`src/hdl/char_grid_clipped_rect_fill_macros.svh`:
```
// Assertion macros shared by the character grid store.
// Included by the top level, which carries the concurrent assertions; needs nothing else.
`ifndef CHAR_GRID_CLIPPED_RECT_FILL_MACROS_SVH
`define CHAR_GRID_CLIPPED_RECT_FILL_MACROS_SVH

// Same-cycle implication, switched off while reset is held.
`define CGRF_ASSERT_IMP(lbl, ck, rn, ante, cons, msg) \
  lbl: assert property (@(posedge ck) disable iff (!rn) (ante) |-> (cons)) \
    else $error(msg);

// Next-cycle implication, switched off while reset is held.
`define CGRF_ASSERT_NXT(lbl, ck, rn, ante, cons, msg) \
  lbl: assert property (@(posedge ck) disable iff (!rn) (ante) |=> (cons)) \
    else $error(msg);

`endif

```
`src/hdl/cgrf_pkg.sv`:
```
// Types and constants of the character grid store.
// Used by the address unit, the cell memory wrapper and the top level.
`timescale 1ns / 1ps

package cgrf_pkg;

  localparam int CHAR_W = 8;   // one character cell
  localparam int POS_W  = 9;   // signed position on the input
  localparam int DIM_W  = 8;   // rectangle width, height and border
  localparam int COL_W  = 7;   // column count register
  localparam int ROW_W  = 6;   // row count register
  localparam int CRD_W  = 10;  // signed position plus rectangle offset
  localparam int OFS_W  = 14;  // row times columns plus column, before trimming
  localparam int PRD_W  = 13;  // row times columns

  typedef logic signed [CRD_W-1:0] coord_t;

  typedef enum logic [1:0] {
    OP_WRITE = 2'd0,
    OP_READ  = 2'd1,
    OP_CLEAR = 2'd2,
    OP_RECT  = 2'd3
  } op_t;

  typedef enum logic [0:0] {
    CFG_COLUMNS = 1'b0,
    CFG_ROWS    = 1'b1
  } cfg_reg_t;

  typedef enum logic [2:0] {
    S_INIT_CLR,
    S_IDLE,
    S_CLR,
    S_ADDR,
    S_ACCESS,
    S_RECT,
    S_DRAIN,
    S_RESP
  } state_t;

  typedef struct packed {
    coord_t x;
    coord_t y;
  } cell_pos_t;

  typedef struct packed {
    logic [COL_W-1:0] cols;
    logic [ROW_W-1:0] rows;
  } geom_t;

endpackage

```
`src/hdl/cgrf_addr_unit.sv`:
```
// Shared address unit: clips a signed cell position against the grid and
// forms the linear cell index. Depends on cgrf_pkg.
`timescale 1ns / 1ps

module cgrf_addr_unit import cgrf_pkg::*; #(
  parameter int IDX_W = 11
) (
  input  logic             clk,
  input  logic             rst_n,
  input  cell_pos_t        pos,
  input  geom_t            geom,
  output logic             hit_r,
  output logic [IDX_W-1:0] idx_r
);

  logic             x_ok;
  logic             y_ok;
  logic             hit_nxt;
  logic [PRD_W-1:0] prod;
  logic [OFS_W-1:0] sum;
  logic [IDX_W-1:0] idx_nxt;

  // A zero count makes the upper compare fail, so an empty grid never hits.
  assign x_ok = ($signed(pos.x) >= 0) &&
                ($signed(pos.x) < $signed({3'b000, geom.cols}));
  assign y_ok = ($signed(pos.y) >= 0) &&
                ($signed(pos.y) < $signed({4'b0000, geom.rows}));
  assign hit_nxt = x_ok && y_ok;

  // Only meaningful on a hit, where the row fits six bits and the column seven.
  assign prod    = PRD_W'(pos.y[ROW_W-1:0]) * PRD_W'(geom.cols);
  assign sum     = OFS_W'(prod) + OFS_W'(pos.x[COL_W-1:0]);
  assign idx_nxt = IDX_W'(sum);

  always_ff @(posedge clk) begin
    if (!rst_n) begin
      hit_r <= 1'b0;
    end else begin
      hit_r <= hit_nxt;
    end
  end

  always_ff @(posedge clk) begin
    idx_r <= idx_nxt;
  end

endmodule

```
`config.mk`:
```
export PLATFORM = sky130hd
export DESIGN_NAME = cgrf_addr_unit
export DESIGN_NICKNAME = d
export VERILOG_FILES = /design/src/hdl/char_grid_clipped_rect_fill_macros.svh /design/src/hdl/cgrf_pkg.sv /design/src/hdl/cgrf_addr_unit.sv
export SDC_FILE = /design/constraint.sdc
export NUM_CORES = 1
export LEC_CHECK = 0
export ABC_AREA = 1
export BUFFER_PORTS_ARGS = -buffer_cell sky130_fd_sc_hd__buf_4
export CAP_MARGIN = 0
export CORE_MARGIN = 2
export CORE_UTILIZATION = 45
export DETAILED_ROUTE_END_ITERATION = 12
export HOLD_SLACK_MARGIN = 0.05
export PLACE_DENSITY = 0.81
export SYNTH_ARGS = -nofsm -noshare
export SYNTH_HDL_FRONTEND = slang
export SYNTH_SLANG_ARGS = --single-unit
```
`constraint.sdc`:
```
create_clock -name clk -period 4.7 [get_ports clk]
set_input_delay 0.94 -clock clk [delete_from_list [all_inputs] [get_ports clk]]
set_output_delay 0.94 -clock clk [all_outputs]
set_load 0.05 [all_outputs]
```
# After elaboration in Yosys (flattened, before gate mapping)
# Cells that the tools add are included.
[classes]
multipliers = 1
addsub = 1
magnitude_cmp = 4
n_reduce_logical = 3
[op_table]
columns = ["op", "n"]
rows = [
  ["$ge A10 B1 Y1 const B", 2],
  ["$add A11 B11 Y11", 1],
  ["$mul A6 B8 Y11", 1],
  ["$lt A10 B7 Y1", 1],
  ["$lt A10 B8 Y1", 1],
  ["$logic_and A1 B1 Y1", 3],
]
[word_totals]
out_inout_bits = 12
ff_bits = 12
wordCells = 11
in_bits = 35

# Depth between registers and ports, before layout
# Gate-level depths: netlist of the first run.
[logic_depth]
depth_word = 3
depth_mapped = 18
depth_no_buf = 17

# Least setup slack after synthesis of the first run
# OpenSTA, ideal clock, no wires.
[synth_path]
path_kind = "in2reg"
start = "input port pos[5] in the netlist's numbering"
end = "register idx_r[8]"
setup_slack_ns = 0.218
required_time_ns = 4.628
stages = 16
arrival_ns = 4.410
path_cell_list = "inv_1 or2_2 fa_1 fa_1 inv_1 fa_1 inv_1 fa_1 inv_1 ha_1 a21oi_1 nand2_1 a21oi_1 nor2_1 nor2_1 xnor2_1"
[synth_between]
elab_chain_cells = 2
[synth_lines]
columns = ["item", "line_no", "rtl"]
rows = [
  ["from (decl)", "cgrf_addr_unit.sv:10", "input cell_pos_t pos,"],
  ["$mul A6 B8 Y11", "cgrf_addr_unit.sv:31", "assign prod = PRD_W'(pos.y[ROW_W-1:0]) * PRD_W'(geom.cols);"],
  ["$add A11 B11 Y11", "cgrf_addr_unit.sv:32", "assign sum = OFS_W'(prod) + OFS_W'(pos.x[COL_W-1:0]);"],
  ["via sum[8]", "cgrf_addr_unit.sv:20", "logic [OFS_W-1:0] sum;"],
  ["to (signal assigned)", "cgrf_addr_unit.sv:44", "idx_r <= idx_nxt;"],
  ["to (decl)", "cgrf_addr_unit.sv:13", "output logic [IDX_W-1:0] idx_r"],
]
# The timed path passes the listed nets, and every way through them passes these cells.
# A chain may end at the register's enable or synchronous reset.

# Worst setup path in the final report of the first run
[layout_path]
start = "input port geom[6] in the netlist's numbering"
end = "register idx_r[8]"
[layout_between]
elab_chain_cells = 2
[layout_lines]
columns = ["item", "line_no", "rtl"]
rows = [
  ["from (decl)", "cgrf_addr_unit.sv:11", "input geom_t geom,"],
  ["$mul A6 B8 Y11", "cgrf_addr_unit.sv:31", ""],
  ["$add A11 B11 Y11", "cgrf_addr_unit.sv:32", ""],
  ["via sum[8]", "cgrf_addr_unit.sv:20", ""],
]
# The timed path passes the listed nets, and every way through them passes these cells.

==> results of run 1 <==
[cell type report]
type | count | area, um^2
timing repair buffer | 48 | 360
sequential | 12 | 240
fill | 403 | 1850
inverter | 78 | 293
tap | 52 | 65.1
multi-input combinational | 170 | 1570
clock buffer | 3 | 41.3
[placed cells by master (no fill, tap or decap), types with 3 or more instances in the layout]
master	n
nand3_1	4
ha_1	37
fa_1	29
xor2_1	7
inv_1	77
a21oi_1	8
xnor2_1	4
nand2_1	57
nor2_1	8
clkbuf_8	3
buf_4	48
dfxtp_1	12
[through the flow]
stage	TNS [ns]	instance area, um^2
finish	0	2570
global route	0	2570
CTS	0	2560
detailed placement	-0.0507	2520
global placement	0	2520
floorplan	0	2100
[timing repair]
action | 4_1_cts | 5_1_grt
buffers inserted | 0 | 0
resized for setup | 0 | 1
setup endpoints to repair | 0 | 1
[sequential cells by signal, summed over array words and instances, names as in the netlist]
signal / cells
idx_r: 11
hit_r: 1
[kinds of logic after synthesis]
family                   share of synthesized area
buffers and inverters                        0.141
AND/OR/NAND/NOR                              0.147
adder cells (fa/ha/maj)                      0.497
AO/OA/AOI/OAI                               0.0393
XOR/XNOR                                    0.0613
flip-flops                                   0.114
[critical path, cell delays in order]
cell	delay, ns
buf_4	0.12
or2_2	0.30
fa_1	0.50
fa_1	0.56
inv_1	0.06
fa_1	0.53
inv_1	0.06
fa_1	0.53
inv_1	0.04
ha_1	0.35
a21oi_2	0.15
nand2_1	0.11
a21oi_1	0.14
nor2_1	0.05
nor2_1	0.11
xnor2_1	0.13
[how the worst min path moves through the flow]
stage                     slack, ns    start  depth (start not counted)        to
final                          0.93  pos[10]                          2  idx_r[0]
after global routing           0.95  pos[10]                          2  idx_r[0]
after CTS                      0.93  pos[10]                          2  idx_r[0]
after detailed placement       1.19  pos[10]                          2  idx_r[0]
after global placement         1.17  pos[10]                          2  idx_r[0]
after floorplan                1.07  pos[10]                          1  idx_r[0]
[power by group]
group          internal, uW  switching, uW
clock network          56.6           40.8
registers               152           10.3
logic                   311            499
[layer usage]
metal,global-route usage,vias to the layer above
met5,0,-
met4,0.0461,0
met3,0.0278,6
met2,0.341,34
met1,0.200,822
li1,-,869
==> results.tsv, run 1 <==
metric	value	unit
post-synth top area cell	fa_1	
Worst setup EP type	register	
most common cell in the netlist	inv_1	
clock transition at the registers of the reported paths	0.06	ns
Finished Core Util	0.582	
maximum root-to-sink buffer count	2	
Sink Count	12	
share of post-route cells with drive strength above 1	0.186	
Final ANT Viol Nets	0	
distinct cell type count after synthesis	23	
syn_nets	362	
Syn Area/Cell	8.05	um^2
kind of critical path	in -> reg	
Post-synth EDFFs	0	
met3 routed WL	163	um
Syn Std Cell Area	0.00210	mm^2
first-pass GRT wire length	7.33	mm
Worst EP arrival	4.67	ns
Synth Warn #	0	
CTS Root Cell	clkbuf_8	
outcome	finished, final reports clean	
Post-synth top cells	77 x inv_1, 57 x nand2_1, 37 x ha_1, 29 x fa_1, 12 x dfxtp_1	
vias in the first global route	1813	
Yosys reg bits	12	
Overall Power	1070	uW
async set-or-reset flop fraction in the synthesized netlist	0	
Crit path required time	4.87	ns
# port buffers	46	
Setup violations, final	0	
Hold Crit Class	in -> reg	
CTS tree	yes	
DR vias/cell	4.77	
post-place setup slack	-0.0507	ns
1st-iter DRT viols	43	
Power Density	417	mW/mm^2
register area share after synthesis	0.114	
Cells after Synth	261	
placeable core area	0.00441	mm^2
hold_ws	0.934	ns
maxcap violations	0	
Global Route Usage Sum	0.177	
CTS H-tree depth	1	
Starting Density	0.476	
CP Launch Point	geom[6]	
Area growth syn-to-layout	22.2	%
maximum vdd drop	0.000223	V
Rel. slew slack	0.826	
Worst Slack Setup Final	0.197	ns
Post-CTS Hold Fix Bufs	0	
Ant. Diodes	0	
wire length on met1	1.77	mm
WL met2	2.30	mm
top fanout value on the critical path	4	
Placed Cells	360	
Slew @ Worst Pin	0.259	ns
Die Area	0.00523	mm^2
TritonRoute pass-1 iters	4	
initial antenna violation count	0	
largest net degree at the start of global routing	9	
drt total wl	4.28	mm
Final Cycle Share	0.958	
Non-Filler Instances	363	
routed len/inst	11.8	um
die width	72.3	um
Pleak	0.00155	uW
total clock buffers created by CTS	3	
nets	414	
Max Transition Viols Final	0	
GP Congestion	0.850	
DPL Wire Length	3.75	mm
FMAX	222	MHz
RSZ-0062 raised after global routing	false	
Synth Flop Type	dfxtp_1	
Site Rows	24	
Ports	47	
Tmin final	4.50	ns
Setup crit end	idx_r[8]	
DR top layer	met4	
final hold violations	0	
Synth top area share	0.276	
ranking of synthesized cells by area	fa_1 28%, ha_1 22%, inv_1 14%	
gr ovfl total	0	
via count	1731	
Die H	72.3	um
DRC Markers	0	
CP startpoint kind	input pin	
Power figures use the tool's default switching activity.
==> run 2, diff against run 1 <==
Settings changed: CAP_MARGIN 0 to default, REMOVE_ABC_BUFFERS from default to 1.
==> results.tsv, run 2 (synthesis results as in run 1) <==
metric	value	unit	change
outcome	finished, final reports clean		
Power Density	420	mW/mm^2	+0.88%
Area growth syn-to-layout	22.7	%	
top fanout value on the critical path	4		unchanged
Largest Register	idx_r		
CTS H-tree depth	1		unchanged
share of post-route cells with drive strength above 1	0.186		-0.000598
RSZ-0062 raised after global routing	false		
Placed Cells	360		unchanged
largest net degree at the start of global routing	9		unchanged
die width	72.3	um	unchanged
Rel. slew slack	0.827		about the same
Setup violations, final	0		unchanged
Sink Count	12		unchanged
gr ovfl total	0		unchanged
Post-CTS Setup Bufs	0		unchanged
routed len/inst	12.1	um	+2.8%
Hold Crit Class	in -> reg		
Starting Density	0.476		unchanged
TNS Setup	0	ns	unchanged
DP Area	0.00252	mm^2	unchanged
number of flip-flops in the largest register	11		unchanged
nets	414		unchanged
number of fillers in the final layout	398		-1.2%
CP startpoint kind	input pin		
Overall Power	1080	uW	+1.3%
Final ANT Viol Nets	0		unchanged
fin area	0.00258	mm^2	+0.39%
drt total wl	4.41	mm	+3.1%
1st-iter DRT viols	32		-26%
Worst setup EP type	register		
GP Congestion	0.874		+2.8%
Post-CTS Hold Fix Bufs	0		unchanged
via count	1754		+1.3%
Die H	72.3	um	unchanged
TritonRoute pass-1 iters	4		unchanged
Site Rows	24		unchanged
maximum root-to-sink buffer count	2		unchanged
final hold violations	0		unchanged
kind of critical path	in -> reg		
CTS tree	yes		
Slew @ Worst Pin	0.258	ns	-0.000618 ns
Die Area	0.00523	mm^2	unchanged
Non-Filler Instances	364		+0.28%
maximum vdd drop	0.000222	V	-0.84%
top flop regs	idx_r x11, hit_r x1		
Hold EP	idx_r[0]		
Crit path required time	4.87	ns	about the same
most frequent cells in the layout	77 x inv_1, 57 x nand2_1, 48 x buf_4		
# port buffers	46		unchanged
initial antenna violation count	0		unchanged
vias in the first global route	1846		+1.8%
Ports	47		unchanged
FMAX	221	MHz	-0.36%
Max Transition Viols Final	0		unchanged
CTS Root Cell	clkbuf_8		
PostCTS Resize Cnt	0		unchanged
first-pass GRT wire length	7.65	mm	+4.2%
commonest non-fill, non-tap cell in the layout	inv_1		
Tmin final	4.52	ns	+0.0161 ns
Worst EP arrival	4.69	ns	+0.02 ns
Final Cycle Share	0.962		+0.00342
DPL Wire Length	3.87	mm	+3.3%
maxcap violations	0		unchanged
clock transition at the registers of the reported paths	0.06	ns	about the same
DRC Markers	0		unchanged
placeable core area	0.00441	mm^2	unchanged
total clock buffers created by CTS	3		unchanged
Pleak	0.00156	uW	+0.41%
Global Route Usage Sum	0.187		+0.00960
hold path start	pos[10]		
DR vias/cell	4.82		+1.1%
hold depth	2		unchanged
Ant. Diodes	0		unchanged
## run 2: cell count changes in the layout (fill, tap and decap cells not counted)
cell | previous run | this run
a21oi_1 | 8 | 9
a21oi_2 | 1 | 0
clkbuf_8 | 3 | 4
## run 2: how the worst max path moves through the flow
stage,from,depth (start not counted),end,slack (ns)
6_report,geom[6],16,idx_r[8],0.18
5_1_grt,pos[5],17,idx_r[8],0.02
4_1_cts,geom[6],16,idx_r[8],0.19
3_5_place_dp,geom[6],16,idx_r[8],-0.04
3_3_place_gp,geom[6],16,idx_r[8],0.05
2_1_floorplan,pos[5],16,idx_r[8],0.22
## run 2: cell type report
type	instances	area, um^2	share of cell area
Clock buffer	4	55.1	0.0214
Multi-Input combinational cell	170	1560	0.607
Timing Repair Buffer	48	360	0.140
Sequential cell	12	240	0.0932
Inverter	78	293	0.114
Tap cell	52	65.1	0.0252
## run 2: stage by stage
stage	setup slack [ns]	utilization	hold slack, ns
floorplan	0.218	-	1.07
global placement	0.0492	0.571	1.17
detailed placement	-0.0393	0.571	1.19
CTS	0.189	0.584	0.927
global route	0.0174	0.584	0.928
finish	0.181	0.584	0.926
## run 2: per-layer routing
layer	up-vias	track usage	wire, um
met5	-	0	0
met1	826	0.212	1780
met4	0	0.0608	51
li1	873	-	-
met3	9	0.0264	222
met2	46	0.355	2360
## run 2: power by group
group / internal, uW / switching (uW)
Combinational: 309 / 493
Clock: 74.1 / 42.5
Sequential: 152 / 12.2
## run 2: critical path, stage by stage
cell     delay, ns
buf_4         0.12
or2_2         0.30
fa_1          0.50
fa_1          0.54
inv_1         0.06
fa_1          0.53
inv_1         0.05
fa_1          0.52
inv_1         0.05
ha_1          0.35
a21oi_1       0.18
nand2_1       0.12
a21oi_1       0.14
nor2_1        0.05
nor2_1        0.10
xnor2_1       0.12
==> run 3, diff against run 2 <==
--- a/config.mk
+++ b/config.mk
@@ -8,4 +8,5 @@
 export ABC_AREA = 1
 export BUFFER_PORTS_ARGS = -buffer_cell sky130_fd_sc_hd__buf_4
+export CORE_ASPECT_RATIO = 1.2
 export CORE_MARGIN = 2
 export CORE_UTILIZATION = 45
==> constraint.sdc (replaced) <==
create_clock -name clk -period 4.7 [get_ports clk]
set_input_delay 0 -clock clk [delete_from_list [all_inputs] [get_ports clk]]
set_output_delay 0 -clock clk [all_outputs]
set_load 0.05 [all_outputs]
==> results.tsv, run 3 (synthesis results as in run 1) <==
metric	value	unit	change
Die H	78.8	um	+9.0%
clock transition at the registers of the reported paths	0.06	ns	about the same
Final ANT Viol Nets	0		unchanged
delay-heaviest family, CP	adder cells		
CP startpoint kind	input pin		
maxcap violations	0		unchanged
nets	414		unchanged
Worst setup EP type	register		
drt total wl	4.15	mm	-6.0%
placeable core area	0.00453	mm^2	+2.6%
Slew @ Worst Pin	0.291	ns	+0.0323 ns
die width	66.4	um	-8.2%
Site Rows	27		+13%
Hold Crit Class	in -> reg		
Non-Filler Instances	370		+1.6%
Worst Slack Setup Final	1.06	ns	+0.880 ns
DPL Wire Length	3.53	mm	-8.8%
maximum vdd drop	0.000176	V	-20%
Crit path required time	4.87	ns	about the same
largest net degree at the start of global routing	9		unchanged
Rel. slew slack	0.805		-0.0217
Pleak	0.00155	uW	about the same
top flop regs	idx_r x11, hit_r x1		
Max Transition Viols Final	0		unchanged
Ports	47		unchanged
Largest Register	idx_r		
DRC Markers	0		unchanged
routed len/inst	11.2	um	-7.6%
WP buf/inv	5		+1
total clock buffers created by CTS	3		unchanged
FMAX	275	MHz	+24%
GP Congestion	0.824		-5.7%
CTS tree	yes		
Final Cycle Share	0.774		-0.187
top fanout value on the critical path	7		+3
gr ovfl total	0		unchanged
# port buffers	46		unchanged
Global Route Usage Sum	0.186		-0.000323
DP Area	0.00251	mm^2	-0.30%
PostCTS Resize Cnt	0		unchanged
Worst EP arrival	3.81	ns	-0.88 ns
TritonRoute pass-1 iters	4		unchanged
Tmin final	3.64	ns	-0.880 ns
Starting Density	0.464		-0.0118
kind of critical path	in -> reg		
post-place setup slack	0.819	ns	+0.859 ns
Power Density	416	mW/mm^2	-1.1%
Ant. Diodes	0		unchanged
fin area	0.00259	mm^2	+0.49%
RSZ-0062 raised after global routing	false		
Sink Count	12		unchanged
Die Area	0.00523	mm^2	about the same
initial antenna violation count	0		unchanged
Cell Chain, Critical Path	buf_4 > inv_1 > or2_2 > fa_1 > fa_1 > inv_1 > fa_1 > inv_1 > fa_1 > inv_1 > ha_1 > a21oi_1 > nand2_1 > a21oi_1 > nor2_1 > nor2_1 > xnor2_1		
Crit-path slowest cell	fa_1		
most frequent cells in the layout	77 x inv_1, 57 x nand2_1, 46 x buf_4		
maximum root-to-sink buffer count	2		unchanged
Setup violations, final	0		unchanged
Max stage delay on crit path	0.54	ns	about the same
first-pass GRT wire length	7.59	mm	-0.72%
hold_ws	0.0918	ns	-0.834 ns
Post-CTS Setup Bufs	0		unchanged
Area growth syn-to-layout	23.3	%	
CTS Root Cell	clkbuf_8		
outcome	finished, final reports clean		
DR vias/cell	4.76		-1.2%
share of post-route cells with drive strength above 1	0.179		-0.00641
vias in the first global route	1867		+1.1%
1st-iter DRT viols	38		+19%
number of flip-flops in the largest register	11		unchanged
via count	1762		+0.46%
Placed Cells	364		+1.1%
commonest non-fill, non-tap cell in the layout	inv_1		
TNS Setup	0	ns	unchanged
final hold violations	0		unchanged
CTS H-tree depth	1		unchanged
## run 3: cell count changes in the layout (fill, tap and decap cells not counted), sizes merged
cell / change
buf: -2
dlygate4sd3: +2
## run 3: routing by layer
| layer | global-route usage | up-vias | share of wire |
|---|---|---|---|
| met2 | 0.352 | 50 | 0.56 |
| li1 | - | 872 | - |
| met1 | 0.211 | 834 | 0.39 |
| met5 | 0 | - | 0 |
| met3 | 0.0227 | 6 | 0.038 |
| met4 | 0.0612 | 0 | 0.014 |
## run 3: report_power, final
group          switching, uW  leakage, uW  internal (uW)
Sequential              10.2     0.000101            152
Clock                   39.3    0.0000288           74.0
Combinational            494      0.00143            308
Total                    543      0.00155            534
## run 3: timing repair
action	4_1_cts	5_1_grt
hold buffers	2	0
hold endpoints to repair	2	0
endpoints found under the setup margin	0	0
## run 3: per-stage QoR
stage / utilization / power, uW
CTS: 0.572 / 1090
global placement: 0.556 / 940
global route: 0.572 / 1190
finish: 0.572 / 1080
detailed placement: 0.556 / 965
floorplan: - / 769
## run 3: final cells by class
cell class / count / area, um^2
fill: 420 / 1940
multi-input combinational: 170 / 1560
timing repair buffer: 48 / 365
inverter: 78 / 293
sequential: 12 / 240
tap: 58 / 72.6
clock buffer: 4 / 55.1
## run 3: worst paths after layout
kind | startpoint | end | slack [ns] | cells after the start
worst max-delay path | pos[5] | idx_r[8] | 1.06 | 17
worst min-delay path | pos[7] | hit_r | 0.09 | 6
## run 3: worst min-delay path, stage by stage
cell	delay, ns
buf_4	0.08
nor4_1	0.03
nand3_1	0.05
nor2_1	0.04
nand2_1	0.05
a21oi_1	0.04
